<file path="src/design/skacc_pkg.sv">
// Shared types and codes of the sparse keyed accumulator.
`default_nettype none

package skacc_pkg;

	// Operation codes of an input item; the two highest codes do nothing.
	typedef enum logic [2:0] {
		OP_ADD    = 3'd0,
		OP_SUB    = 3'd1,
		OP_MUL    = 3'd2,
		OP_COMMIT = 3'd3,
		OP_READ   = 3'd4,
		OP_CLEAR  = 3'd5
	} op_t;

	// Result status codes.
	localparam logic [1:0] ST_OK    = 2'd0;
	localparam logic [1:0] ST_FULL  = 2'd1;
	localparam logic [1:0] ST_EMPTY = 2'd2;

	// Request from the sequencer to the shared arithmetic unit.
	typedef struct packed {
		logic go;
		logic mul;
		logic neg;
	} alu_req_t;

endpackage

`default_nettype wire

</file>
<file path="src/design/skacc_alu.sv">
// Shared two-stage arithmetic unit: saturating add, subtract and fixed-point multiply.
`default_nettype none

module skacc_alu #(
	parameter int FRAC_BITS = 16
) (
	input  wire logic               clk,
	input  wire logic               arst_n,
	input  wire skacc_pkg::alu_req_t req,
	input  wire logic signed [31:0] base,
	input  wire logic signed [31:0] operand,
	output logic                    done,
	output logic signed [31:0]      result,
	output logic                    sat
);
	import skacc_pkg::*;

	localparam int RSH = (FRAC_BITS > 0) ? FRAC_BITS - 1 : 0;
	localparam logic signed [63:0] ROUND = (FRAC_BITS > 0) ? (64'sd1 <<< RSH) : 64'sd0;
	localparam logic signed [63:0] VMAX = 64'sd2147483647;
	localparam logic signed [63:0] VMIN = -64'sd2147483648;

	logic signed [63:0] prod;
	logic signed [63:0] sum;
	logic signed [63:0] acc_s1;
	logic               mul_s1;
	logic               valid_s1;
	logic signed [63:0] rnd;
	logic signed [63:0] shf;
	logic signed [31:0] clip_val;
	logic               clip_sat;
	logic signed [31:0] result_s2;
	logic               sat_s2;
	logic               valid_s2;

	// First stage: the full product, or the sum with the operand sign applied.
	assign prod = base * operand;
	assign sum  = 64'(base) + (req.neg ? -64'(operand) : 64'(operand));

	// Second stage: round to nearest, drop the fraction bits and saturate.
	assign rnd = acc_s1 + (mul_s1 ? ROUND : 64'sd0);
	assign shf = mul_s1 ? (rnd >>> FRAC_BITS) : acc_s1;

	always_comb begin
		clip_sat = 1'b0;
		clip_val = shf[31:0];
		if (shf > VMAX) begin
			clip_sat = 1'b1;
			clip_val = VMAX[31:0];
		end else if (shf < VMIN) begin
			clip_sat = 1'b1;
			clip_val = VMIN[31:0];
		end
	end

	// Stage valid flags.
	always_ff @(posedge clk or negedge arst_n) begin
		if (!arst_n) begin
			valid_s1 <= 1'b0;
			valid_s2 <= 1'b0;
		end else begin
			valid_s1 <= req.go;
			valid_s2 <= valid_s1;
		end
	end

	// Stage data.
	always_ff @(posedge clk) begin
		if (req.go) begin
			acc_s1 <= req.mul ? prod : sum;
			mul_s1 <= req.mul;
		end
		if (valid_s1) begin
			result_s2 <= clip_val;
			sat_s2    <= clip_sat;
		end
	end

	assign done   = valid_s2;
	assign result = result_s2;
	assign sat    = sat_s2;

endmodule

`default_nettype wire

</file>
<file path="config.mk">
export PLATFORM = sky130hd
export DESIGN_NAME = skacc_alu
export DESIGN_NICKNAME = d
export VERILOG_FILES = /design/src/design/skacc_pkg.sv /design/src/design/skacc_alu.sv
export SDC_FILE = /design/constraint.sdc
export NUM_CORES = 2
export LEC_CHECK = 0
export BUFFER_PORTS_ARGS = -buffer_cell sky130_fd_sc_hd__buf_2
export CELL_PAD_IN_SITES_DETAIL_PLACEMENT = 1
export CELL_PAD_IN_SITES_GLOBAL_PLACEMENT = 2
export CORE_MARGIN = 4
export CORE_UTILIZATION = 46
export CTS_CLUSTER_SIZE = 24
export DETAILED_ROUTE_END_ITERATION = 8
export GPL_ROUTABILITY_DRIVEN = 0
export PLACE_DENSITY_LB_ADDON = 0.15
export SLEW_MARGIN = 25
export SYNTH_ARGS = -nofsm -noshare
export SYNTH_HDL_FRONTEND = slang
export SYNTH_SLANG_ARGS = --single-unit
</file>
<file path="constraint.sdc">
create_clock -name clk -period 14.1 [get_ports clk]
set_input_delay 0.705 -clock clk [delete_from_list [all_inputs] [get_ports clk]]
set_output_delay 0.705 -clock clk [all_outputs]
set_load 0.01 [all_outputs]
</file>
## Yosys cells after proc, flatten, opt, wreduce, memory -nomap -nowiden

Index checks and enable logic that the tools add are counted.

- Register bits: 100
- Output and inout bits: 34
- Word-level logic and storage cells: 18

- $add $sub $neg: 3
- Multiply operators: 1
- Order comparisons: 2
- Multiplexer cells: 6

Operators by type and width:

| operator | count |
|---|---|
| 64-bit two-way mux | 3 |
| 32-bit by 64-bit adder with 64-bit output | 1 |
| 64-bit by 17-bit adder with 64-bit output | 1 |
| 64-bit by 32-bit greater-than comparator with 1-bit output, second input constant | 1 |
| 64-bit by 32-bit less-than comparator with 1-bit output, second input constant | 1 |
| 32-bit by 32-bit multiplier with 64-bit output | 1 |
| 32-bit negator with 64-bit output | 1 |
| 32-bit two-way mux | 1 |
| 16-bit two-way mux | 1 |
| 1-bit two-way mux | 1 |

## Longest topological paths before layout

- Depth in word-level cells: 5
- Depth in mapped cells: 30
- Mapped depth without buffers: 27

## Least setup slack after synthesis

OpenSTA, ideal clock, no wires.

- Path type: input -> register
- Start: in operand[2]
- End: reg acc_s1[60] (data pin)
- Library setup time: 0.273 ns
- Data arrival time: 8.119 ns
- Required time: 13.827 ns
- Slack: 5.708 ns
- Stages: 27
- Path buffers: 3
- Path through: clkbuf_1 -> clkbuf_1 -> nand2_1 -> inv_1 -> fa_1 -> fa_1 -> fa_1 -> fa_1 -> inv_1 -> fa_1 -> inv_1 -> fa_1 -> inv_1 -> fa_1 -> inv_1 -> fa_1 -> ha_1 -> clkbuf_1 -> a21oi_1 -> nand2b_1 -> a21oi_1 -> a31oi_1 -> o31ai_1 -> a21oi_1 -> a21oi_1 -> xor2_1 -> mux2i_1

- Cells in the longest elaborated chain, start to end: 4

RTL lines:

| what | line | text |
|---|---|---|
| from (decl) | skacc_alu.sv:11 | `input wire logic signed [31:0] operand,` |
| 32-bit negator with 64-bit output | skacc_alu.sv:38 | `assign sum = 64'(base) + (req.neg ? -64'(operand) : 64'(operand));` |
| 64-bit two-way mux | skacc_alu.sv:38 |  |
| 32-bit by 64-bit adder with 64-bit output | skacc_alu.sv:38 |  |
| 64-bit two-way mux * | skacc_alu.sv:70 | `acc_s1 <= req.mul ? prod : sum;` |
| to (signal assigned) | skacc_alu.sv:70 |  |
| to (decl) | skacc_alu.sv:25 | `logic signed [63:0] acc_s1;` |

Every way passes the cells marked *; elsewhere a longest branch is shown, timed or not.
A chain may end at the register's enable or synchronous reset.

## Worst setup path in the final report

- Start: in base[31]
- End: reg acc_s1[58] (data pin)

- Cells in the longest elaborated chain, start to end: 2

RTL lines:

| what | line | text |
|---|---|---|
| from (decl) | skacc_alu.sv:10 | `input wire logic signed [31:0] base,` |
| 32-bit by 32-bit multiplier with 64-bit output or 32-bit by 64-bit adder with 64-bit output (tied branches) | skacc_alu.sv:37, skacc_alu.sv:38 |  |
| 64-bit two-way mux * | skacc_alu.sv:70 |  |

Marked as above.

==> impl_metrics.json <==
{
  "port_buffers": 102,
  "slew_violations": 0,
  "cts_tree": "yes",
  "crit_fanout": 41,
  "drive_above_1_share_pct": 3.61,
  "fin_cells": 6227,
  "grt_usage_pct": 27.1,
  "cp.required_ns": 14.19,
  "die_height_um": 324,
  "syn_nets": 6484,
  "worstMarginPinSlew_ns": 1.11,
  "crit_type": "primary input to register",
  "wl_per_cell_um": 22.3,
  "rows": 115,
  "critPathLaunchType": "primary input",
  "fmax_ghz": 0.106,
  "skew_ns": 0.00633,
  "synth_cell_types": 79,
  "cts.clk_slew.worst_paths_ns": 0.07,
  "synth_area_leaders": "fa_1, inv_1, and2_1",
  "finalSetupTns_ns": 0,
  "nets": 6334,
  "synth_xor_xnor_area_share_pct": 3.80,
  "setup_viol": 0,
  "worstPathArrival_ns": 9.50,
  "clock_latency_ns": 0.36,
  "synth_area_per_cell_sq_um": 9.06,
  "initial_core_util_pct": 46.6,
  "synth_fa_ha_area_share_pct": 53.9,
  "area_growth_pct": 3.35,
  "ys_seq_area_share_pct": 6.50,
  "cts_hold_buf": 0,
  "ios": 103,
  "grt_pass1_wl_mm": 226,
  "dieArea_sq_um": 105000,
  "maxCapViolCount": 0,
  "status": "complete, no violations",
  "regToRegSetupSlack_ns": 9.15,
  "yosys.area_share.simple_pct": 16.8,
  "numCtsBuffers": 9,
  "ys_ff_latch": 100,
  "die_w_um": 324,
  "hp-class": "primary input to asynchronous set/reset pin",
  "grt_overflow": 0,
  "vias": 34100,
  "hold_violations": 0,
  "ctsResizeCount": 0,
  "core-area_sq_um": 98900,
  "synth_compound_area_share_pct": 8.26,
  "dr.pass1.iters": 7,
  "hpwl_mm": 112,
  "detail_route.vias_per_cell": 5.47,
  "synth.area.mux_share_pct": 0.470,
  "fill_cells": 11500,
  "drcViolationCount": 0,
  "slew_headroom_pct": 26.1,
  "min_period_ns": 9.42,
  "rsz0062_at_grt": "false",
  "cts-root-buf": "clkbuf_16",
  "whs_ns": 0.113,
  "place_inst": 6208,
  "synth_area_sq_um": 46100,
  "synth_edf_count": 98,
  "ys.flop_type": "edfxtp_1",
  "ant_nets": 0,
  "synth_top_family_by_area": "adder cells",
  "ys_async_sr_fraction_pct": 2.00,
  "synth_top_area_cell": "fa_1",
  "cts_setup_buffers": 0,
  "grt_pass1_vias": 39000,
  "yosys.area.top_type_share_pct": 47.1,
  "drt_wl_total_mm": 139,
  "endpoint_kind": "register",
  "htreeDepth": 3,
  "finalCritPeriodShare_pct": 66.8,
  "grt_max_degree": 95,
  "clock_tree.buffer_depth": 2,
  "ys_warn_count": 0,
  "grt_antenna_before_repair": 5,
  "cts_sinks": 100,
  "mostFrequentLayoutCells": "fa_1, inv_1, nand2_1",
  "final_common_cell": "fa_1",
  "drt_iter0_markers": 1709,
  "synth_cells": 5082
}
==> cell families after synthesis <==
group | Yosys count
flip-flops | 100
adder cells (fa/ha/maj) | 1333
XOR/XNOR | 200
AO/OA/AOI/OAI | 618
AND/OR/NAND/NOR | 1548
multiplexers | 21
buffers and inverters | 1262
==> Yosys cell counts, types with 21 or more instances <==
| library cell | count |
|---|---|
| and2_1 | 518 |
| o21bai_1 | 23 |
| nand3_1 | 51 |
| a21oi_1 | 164 |
| xor2_1 | 75 |
| inv_1 | 962 |
| o21ai_0 | 181 |
| a21o_1 | 87 |
| xnor2_1 | 125 |
| clkbuf_1 | 281 |
| nand4_1 | 32 |
| nand2b_1 | 33 |
| ha_1 | 250 |
| nand2_1 | 672 |
| fa_1 | 1083 |
| nor2_1 | 122 |
| edfxtp_1 | 98 |
| o21a_1 | 21 |
| nor3_1 | 29 |
==> per-layer routing <==
layer  share of wire (%)  wire length (um)  global-route usage (%)
met1                  43             59600                    36.0
met2                  52             72600                    49.7
met3                 3.2              4460                    1.67
met4                 1.6              2180                    4.20
met5                   0                 0                       0
==> flip-flops by register name, summed over array words and instances, names as in the netlist <==
name and flops:
acc_s1 64, result 32, done 1, mul_s1 1
sat 1, valid_s1 1
==> metrics by stage <==
step | cell area, sq um | setup slack [ns] | util (%)
after floorplan | 46100 | 5.71 | -
after global placement | 47300 | 4.47 | 47.8
after detailed placement | 47300 | 4.25 | 47.8
after CTS | 47600 | 4.64 | 48.1
after global routing | 47600 | 4.04 | 48.1
final | 47600 | 4.68 | 48.2
==> worst max-delay path, stage by stage <==
cell	delay [ns]
buf_2	0.44
buf_4	0.56
nand2_1	0.18
inv_1	0.18
fa_1	0.47
fa_1	0.50
fa_1	0.78
fa_1	0.97
inv_1	0.37
fa_1	0.57
inv_1	0.05
fa_1	0.55
fa_1	0.43
fa_1	0.48
ha_1	0.36
and3_1	0.22
and2_1	0.17
nand2_1	0.09
nor3_1	0.05
o21ai_0	0.15
a31oi_1	0.20
o31ai_1	0.41
nand2b_1	0.11
a21oi_1	0.21
xor2_1	0.17
a21oi_1	0.08
==> final timing paths <==
path | startpoint | to | cells past startpoint
worst max register to register | mul_s1 | result[28] | 13
max in group asynchronous | arst_n | done | 1
min in group clk | acc_s1[6] | result[6] | 2
worst min register to register | acc_s1[6] | result[6] | 2
worst min-delay path | arst_n | valid_s1 | 1
worst max-delay path | base[31] | acc_s1[58] | 26
==> cell type report <==
class / count / area (sq um) / share of cell area, %
Multi-Input combinational cell: 3720 / 38300 / 80.5
Timing Repair Buffer: 137 / 776 / 1.63
Sequential cell: 100 / 2990 / 6.29
Antenna cell: 3 / 7.51 / 0.0158
Clock inverter: 6 / 70.1 / 0.147
Tap cell: 1287 / 1610 / 3.38
Clock buffer: 10 / 229 / 0.481
Inverter: 964 / 3620 / 7.60
Power is not shown: default switching activity piles up to over one toggle a cycle in this logic, so the estimate is an artifact.
